==> src/sv/cbpg_pkg.sv <==
// Shared types, constants and tables for the circle boundary point generator.
package cbpg_pkg;

	localparam int unsigned MAX_PER_QUARTER_DEF = 1024;
	localparam int unsigned CORDIC_STAGES_DEF   = 24;

	localparam int unsigned QUAD_W    = 2;
	localparam int unsigned IDX_W     = 10;
	localparam int unsigned STEP_W    = 32;
	localparam int unsigned PPQ_W     = 11;
	localparam int unsigned COORD_W   = 32;
	localparam int unsigned RAD_W     = 31;
	localparam int unsigned CFG_IDX_W = 3;
	localparam int unsigned CFG_DAT_W = 32;

	// angle product and its reduction modulo 2*pi
	localparam int unsigned PROD_W    = IDX_W + STEP_W;
	localparam int unsigned RED_STEPS = IDX_W;
	localparam int unsigned ANG_W     = 34;

	localparam logic [PROD_W-1:0]       TWO_PI_RED  = 42'd6746518852;
	localparam logic signed [ANG_W-1:0] TWO_PI_Q30  = 34'sd6746518852;
	localparam logic signed [ANG_W-1:0] PI_Q30      = 34'sd3373259426;
	localparam logic signed [ANG_W-1:0] HALF_PI_Q30 = 34'sd1686629713;

	// CORDIC datapath
	localparam int unsigned CW = 34;
	localparam logic signed [CW-1:0] GAIN_Q30 = 34'sd652032874;
	localparam int unsigned ATAN_ENTRIES = 30;
	localparam logic [31:0] ATAN_Q30 [ATAN_ENTRIES] = '{
		32'd843314856, 32'd497837829, 32'd263043836, 32'd133525158, 32'd67021686,
		32'd33543515,  32'd16775850,  32'd8388437,   32'd4194282,   32'd2097149,
		32'd1048575,   32'd524287,    32'd262143,    32'd131071,    32'd65535,
		32'd32767,     32'd16383,     32'd8191,      32'd4095,      32'd2047,
		32'd1023,      32'd511,       32'd255,       32'd127,       32'd63,
		32'd31,        32'd15,        32'd8,         32'd4,         32'd2
	};

	// scaling
	localparam int unsigned TRIG_W = 32;
	localparam int unsigned MUL_W  = 64;
	localparam int unsigned TERM_W = 34;
	localparam int unsigned SUM_W  = 35;

	// stages outside the CORDIC: product, reduction, two fold stages, four scale stages
	localparam int unsigned FIXED_LAT = 1 + RED_STEPS + 2 + 4;

	typedef enum logic [CFG_IDX_W-1:0] {
		CFG_ORIGIN_X = 3'd0,
		CFG_ORIGIN_Y = 3'd1,
		CFG_RADIUS   = 3'd2,
		CFG_ANG_INC  = 3'd3,
		CFG_PPQ      = 3'd4
	} cfg_reg_t;

	typedef struct packed {
		logic              vld;
		logic [QUAD_W-1:0] quad;
		logic              err;
		logic              neg;
	} ctl_t;

endpackage

==> src/sv/cbpg_angle.sv <==
// Angle product, modulo 2*pi reduction and fold into [-pi/2, pi/2].
module cbpg_angle (
	input  logic                           clk,
	input  logic                           arst_n,
	input  cbpg_pkg::ctl_t                 ctl_in,
	input  logic [cbpg_pkg::IDX_W-1:0]     step_index,
	input  logic [cbpg_pkg::STEP_W-1:0]    ang_inc,
	output cbpg_pkg::ctl_t                 ctl_out,
	output logic signed [cbpg_pkg::CW-1:0] angle
);
	import cbpg_pkg::*;

	logic [PROD_W-1:0] rem_s [RED_STEPS+1];
	ctl_t              rctl_s [RED_STEPS+1];

	logic signed [ANG_W-1:0] a_f1_s;
	ctl_t                    ctl_f1_s;
	logic signed [ANG_W-1:0] a_f2_s;
	ctl_t                    ctl_f2_s;

	logic signed [ANG_W-1:0] rem_a;
	logic signed [ANG_W-1:0] fold_a;
	logic                    fold_neg;

	// product stage
	always_ff @(posedge clk or negedge arst_n) begin
		if (!arst_n) begin
			rctl_s[0] <= '0;
		end else begin
			rctl_s[0] <= ctl_in;
		end
	end

	always_ff @(posedge clk) begin
		rem_s[0] <= PROD_W'(step_index) * PROD_W'(ang_inc);
	end

	// restoring reduction, one quotient bit per stage
	for (genvar k = 1; k <= RED_STEPS; k++) begin : g_red
		localparam logic [PROD_W-1:0] SUB = TWO_PI_RED << (RED_STEPS - k);

		always_ff @(posedge clk or negedge arst_n) begin
			if (!arst_n) begin
				rctl_s[k] <= '0;
			end else begin
				rctl_s[k] <= rctl_s[k-1];
			end
		end

		always_ff @(posedge clk) begin
			if (rem_s[k-1] >= SUB) begin
				rem_s[k] <= rem_s[k-1] - SUB;
			end else begin
				rem_s[k] <= rem_s[k-1];
			end
		end
	end

	assign rem_a = $signed(rem_s[RED_STEPS][ANG_W-1:0]);

	always_comb begin
		fold_a   = a_f1_s;
		fold_neg = 1'b0;
		priority if (a_f1_s > HALF_PI_Q30) begin
			fold_a   = PI_Q30 - a_f1_s;
			fold_neg = 1'b1;
		end else if (a_f1_s < -HALF_PI_Q30) begin
			fold_a   = -PI_Q30 - a_f1_s;
			fold_neg = 1'b1;
		end
	end

	always_ff @(posedge clk or negedge arst_n) begin
		if (!arst_n) begin
			ctl_f1_s <= '0;
			ctl_f2_s <= '0;
		end else begin
			ctl_f1_s <= rctl_s[RED_STEPS];
			ctl_f2_s <= {ctl_f1_s.vld, ctl_f1_s.quad, ctl_f1_s.err, fold_neg};
		end
	end

	always_ff @(posedge clk) begin
		a_f1_s <= (rem_a > PI_Q30) ? (rem_a - TWO_PI_Q30) : rem_a;
		a_f2_s <= fold_a;
	end

	assign ctl_out = ctl_f2_s;
	assign angle   = CW'(a_f2_s);

endmodule

==> config.mk <==
export PLATFORM = sky130hd
export DESIGN_NAME = cbpg_angle
export DESIGN_NICKNAME = d
export VERILOG_FILES = /design/src/sv/cbpg_pkg.sv /design/src/sv/cbpg_angle.sv
export SDC_FILE = /design/constraint.sdc
export NUM_CORES = 2
export LEC_CHECK = 0
export BUFFER_PORTS_ARGS = -buffer_cell sky130_fd_sc_hd__buf_2
export CORE_MARGIN = 3
export CORE_UTILIZATION = 64
export CTS_BUF_LIST = sky130_fd_sc_hd__clkbuf_16
export CTS_CLUSTER_DIAMETER = 80
export DETAILED_ROUTE_END_ITERATION = 8
export PLACE_DENSITY = 0.81
export SKIP_LAST_GASP = 1
export SLEW_MARGIN = 10
export SYNTH_ARGS = -nofsm -noshare
export SYNTH_HDL_FRONTEND = slang
export SYNTH_SLANG_ARGS = --single-unit
==> constraint.sdc <==
create_clock -name clk -period 3.75 [get_ports clk]
set_input_delay 0.375 -clock clk [delete_from_list [all_inputs] [get_ports clk]]
set_output_delay 0.375 -clock clk [all_outputs]
set_load 0.005 [all_outputs]
Yosys cells after proc, flatten, opt, wreduce, memory -nomap -nowiden --
Memories as Yosys holds them, arrays and structs flattened. Index checks and enable logic that the tools add are counted.
Operators by class: add/subtract/negate cells 13, multipliers 1, magnitude comparators 13, mux-type cells 45, bitwise gates (word level) 10
Operators by type and width (count):
- $mux W42 | 10
- $mux W34 | 3
- $sub A33 B34 Y34 const A | 2
- $ge A42 B33 Y1 const B | 1
- $ge A42 B34 Y1 const B | 1
- $ge A42 B35 Y1 const B | 1
- $ge A42 B36 Y1 const B | 1
- $ge A42 B37 Y1 const B | 1
- $ge A42 B38 Y1 const B | 1
- $ge A42 B39 Y1 const B | 1
- $ge A42 B40 Y1 const B | 1
- $ge A42 B41 Y1 const B | 1
- $ge A42 B42 Y1 const B | 1
- $mul A10 B32 Y42 | 1
- $sub A42 B33 Y42 const B | 1
- $sub A42 B34 Y42 const B | 1
- $sub A42 B35 Y42 const B | 1
- $sub A42 B36 Y42 const B | 1
- $sub A42 B37 Y42 const B | 1
- $sub A42 B38 Y42 const B | 1
- $sub A42 B39 Y42 const B | 1
- $sub A42 B40 Y42 const B | 1
- $sub A42 B41 Y42 const B | 1
- $sub A42 B42 Y42 const B | 1
- other kinds (6) | 46
Word-level totals: register bits 121, RAM bits 462, output and inout port bits 39, memories kept 1
Memories:
- rem_s | words 11, width 42, rd ports 11, clocked after memory_dff 0, write ports 11, line cbpg_angle.sv:13 | logic [PROD_W-1:0] rem_s [RED_STEPS+1];

Depth between registers and ports, before layout --
depth in word-level cells 4, gate-level depth with buffers 21, mapped depth without buffers 20

Least setup slack after synthesis --
Ideal clock, no wire load.
path kind in2reg, from input port step_index[3] (netlist bit), to memory rem_s[0][34] (netlist bit), library setup time 0.072 ns, arrival time 5.471 ns, required time 3.678 ns, slack -1.793 ns, stages on the path 20, cell sequence clkbuf_1 -> nand2_1 -> fa_1 -> inv_1 -> fa_1 -> fa_1 -> fa_1 -> inv_1 -> fa_1 -> inv_1 -> ha_1 -> clkbuf_1 -> nand2_1 -> a31oi_1 -> nand2_1 -> o311ai_0 -> nand2_1 -> o31a_1 -> o21ai_0 -> xnor2_1
RTL lines:
- from (decl) | line cbpg_angle.sv:6 | input logic [cbpg_pkg::IDX_W-1:0] step_index,
- to (decl) | line cbpg_angle.sv:13

==> results.ini <==
[clock_tree]
cts-root-buf = clkbuf_16
cts_buffers = 55
clock_latency_ns = 0.61
cts_buffer_depth = 3
cts_tree = yes
clkTransAtPathRegs_ns = 0.06
clkSinkCount = 575
h-tree-depth = 2

[routing]
met1Wirelength_um = 34800
dr_wl_met2_um = 45800
dr_wl_met3_um = 5120
routed.top_layer = met5
post-route-drc-count = 0
vias = 26800
ant_nets = 0
drtIter0Drc = 1803
dr.pass1.iters = 7
wire_per_inst_um = 19.9
via_per_inst = 5.94
routed_wl_um = 89700

[floorplanning]
die-height_um = 233
ioPinCount = 88
initial_core_util = 0.653
dieArea_um2 = 54500
core_area_um2 = 50700
rows = 82
die_w_um = 233

[synth]
yosysSeqAreaShare = 0.356
netlist_instances = 3546
synthMuxAreaShare = 0.00159
synth.distinct_cells = 84
netlist.area_leader.share = 0.316
yosys.area.top_type = dfxtp_1
ys_ff_latch = 575
synth-xor-area-share = 0.112
synth-compound-area-share = 0.110
yosys-top-cells-area = dfxtp_1 (32%), fa_1 (14%), xor2_1 (5.7%)
synth_top_family_by_area = simple AND/OR/NAND/NOR gates
netlist_area_um2 = 33100
synth-simple-area-share = 0.188
syn-num-nets = 3931
synth_edf_count = 0
syn_area_per_cell_um2 = 9.34
synth_flop_cell = dfxtp_1
async_reset_ff_frac = 0.0922
synth_fa_ha_area_frac = 0.181
yosysWarnings = 0

[hold_path]
hold_start = step_index[0]
min_path_cells = 2
min_path_type = in -> reg
worstHoldEndpoint = rem_s[0][0]$_DFF_P_

[finish]
final_util = 0.771
seq_area_um2 = 11800
drive_gt1_frac = 0.169
syn_to_final_growth_pct = 17.9
nFillCells = 3386
nNetsFinal = 4172
multiInputGateArea_um2 = 20700
design_area_um2 = 39100
stdcell_count = 4504

[critical_path]
slowest_delay_ns = 0.58
cp-end-kind = register
critPathTopFamily = adder cells
crit_type = in -> reg
crit_required_ns = 4.24
ff2ff_path_depth = 10
crit_buf_inv = 3
crit_fanout = 10
r2r_end = rem_s[8][38]$_DFF_P_
cp-start-kind = input pin
path_cells = buf_6 -> and2_1 -> fa_1 -> fa_1 -> fa_1 -> fa_1 -> inv_1 -> fa_1 -> inv_1 -> ha_4 -> nand2_2 -> o21a_1 -> o211ai_1 -> a21o_1 -> a31oi_4 -> o41a_1 -> o31a_1 -> xnor2_1
slowest_stage = fa_1
worst-path-stages = 18
r2r-start = rem_s[7][4]$_DFF_P_
cpMostUsedCell = fa_1
r2r_slack_ns = 0.35
arrival_ns = 5.30

[placed_design]
hpwl_um = 67100
gp_congestion = 1.00
place_area_um2 = 35900
portBuffers = 86
dp.cells = 4361

[timing]
holdWs_ns = 0.208
fin_crit_sh = 1.28
fin_worst_skew_ns = 0.0243
setup_slack_ns = -1.06
fmax_ghz = 0.208
tightest_slew_ns = 1.03
relSlewSlack = 0.312
hold_violations = 0
drv_slew = 0
rsz0062_at_grt = true
finalCriticalPeriod_ns = 4.81
finalSetupViolCount = 32

[outcome]
failed_checks = negative setup slack
status = finished with violations

[global_routing]
grt_pass1_wl_um = 142000
grt_start_max_net_pins = 54
grt.total_usage = 0.326
gr-total-overflow = 0
grt_antenna_before_repair = 2
first_global_vias = 27500

[job]
drv_cap = 0

[logic make-up after synthesis]
| group | Yosys count |
|---|---|
| xor+xnor | 425 |
| flops | 575 |
| compound gates | 546 |
| simple gates | 1216 |
| fa+ha+maj | 336 |
| buf+inv | 443 |
| mux | 5 |
[cells in the final DEF (no fill, tap or decap), types with 21 or more instances in the layout]
master,count
nor4b_1,24
xor2_1,215
or3_1,22
clkbuf_16,59
dfrtp_1,53
buf_6,31
a31oi_1,26
dfxtp_1,522
a211oi_1,28
ha_1,73
inv_2,23
ha_4,25
o21a_1,37
nor3_1,88
a21oi_1,114
nand2_1,317
xnor2_1,207
nand2b_1,38
and3_1,21
or2_2,22
nand3_1,57
nor4_1,58
nor2_1,222
and2_4,32
nand4_1,37
fa_1,221
o21ai_0,91
buf_4,201
and2_1,155
inv_1,279
a21o_1,37
buf_2,61
[sequential cells by signal, indices dropped and copies added, names as in the netlist]
name	count
rctl_s	44
a_f1_s	34
angle	34
ctl_out	5
ctl_f1_s	4
rem_s	454
[cell type report]
type,instances,area share
Antenna cell,1,0.0000641
Tap cell,672,0.0215
Clock buffer,56,0.0359
Timing Repair Buffer,327,0.0719
Clock inverter,45,0.0115
Sequential cell,575,0.302
Multi-Input combinational cell,2528,0.529
Inverter,300,0.0289
[per-layer routing]
layer,global-route usage,vias up
li1,-,12300
met1,0.389,13100
met2,0.591,1056
met3,0.0451,294
met4,0.130,2
met5,0,-
[what timing repair did]
| item | 4_1_cts | 5_1_grt |
|---|---|---|
| hold buffers | 4 | 1 |
| gates resized for setup | 145 | 75 |
| hold endpoints to repair | 4 | 53 |
| cloned | 4 | 3 |
| pin swaps | 85 | 65 |
| setup buffers | 21 | 12 |
| setup endpoints to repair | 35 | 34 |
[synthesized netlist by cell type, types with 9 or more instances]
library cell	number
o31a_1	10
o21ai_0	106
nand2b_1	38
dfrtp_1	53
nand2_1	340
clkbuf_1	113
dfxtp_1	522
inv_1	300
o21bai_1	22
o31ai_1	13
fa_1	238
o41a_1	15
nand3_1	57
nor4_1	58
and2_1	187
a31oi_1	30
xnor2_1	210
xor2_1	215
buf_2	21
nor2b_1	11
or4_1	13
nand3b_1	10
o311ai_0	9
or3b_2	9
a211oi_1	32
or2_2	22
or3_1	24
a21oi_1	133
nor3_1	91
nand4_1	37
and4_1	9
nor4b_1	24
a21o_1	37
nor3b_1	14
nor2_1	226
and3_1	23
ha_1	98
a21boi_0	9
o21a_1	37
[how the worst max path moves through the flow]
| stage | startpoint | to | slack, ns |
|---|---|---|---|
| floorplan | ang_inc[11] | rem_s[0][34]$_DFF_P_ | -1.31 |
| global placement | step_index[5] | rem_s[0][41]$_DFF_P_ | -1.67 |
| detailed placement | step_index[5] | rem_s[0][41]$_DFF_P_ | -1.82 |
| CTS | ang_inc[6] | rem_s[0][35]$_DFF_P_ | -0.91 |
| global route | ang_inc[12] | rem_s[0][35]$_DFF_P_ | -1.21 |
| finish | ang_inc[12] | rem_s[0][35]$_DFF_P_ | -1.06 |
[through the flow]
step | setup TNS [ns] | worst slack, ns
6_report | -25.03 | -1.06
5_1_grt | -30.11 | -1.21
4_1_cts | -22.24 | -0.915
3_5_place_dp | -50.80 | -1.82
3_3_place_gp | -46.55 | -1.67
2_1_floorplan | -29.46 | -1.31
Power is not shown: default switching activity piles up to over one toggle a cycle in this logic, so the estimate is an artifact.
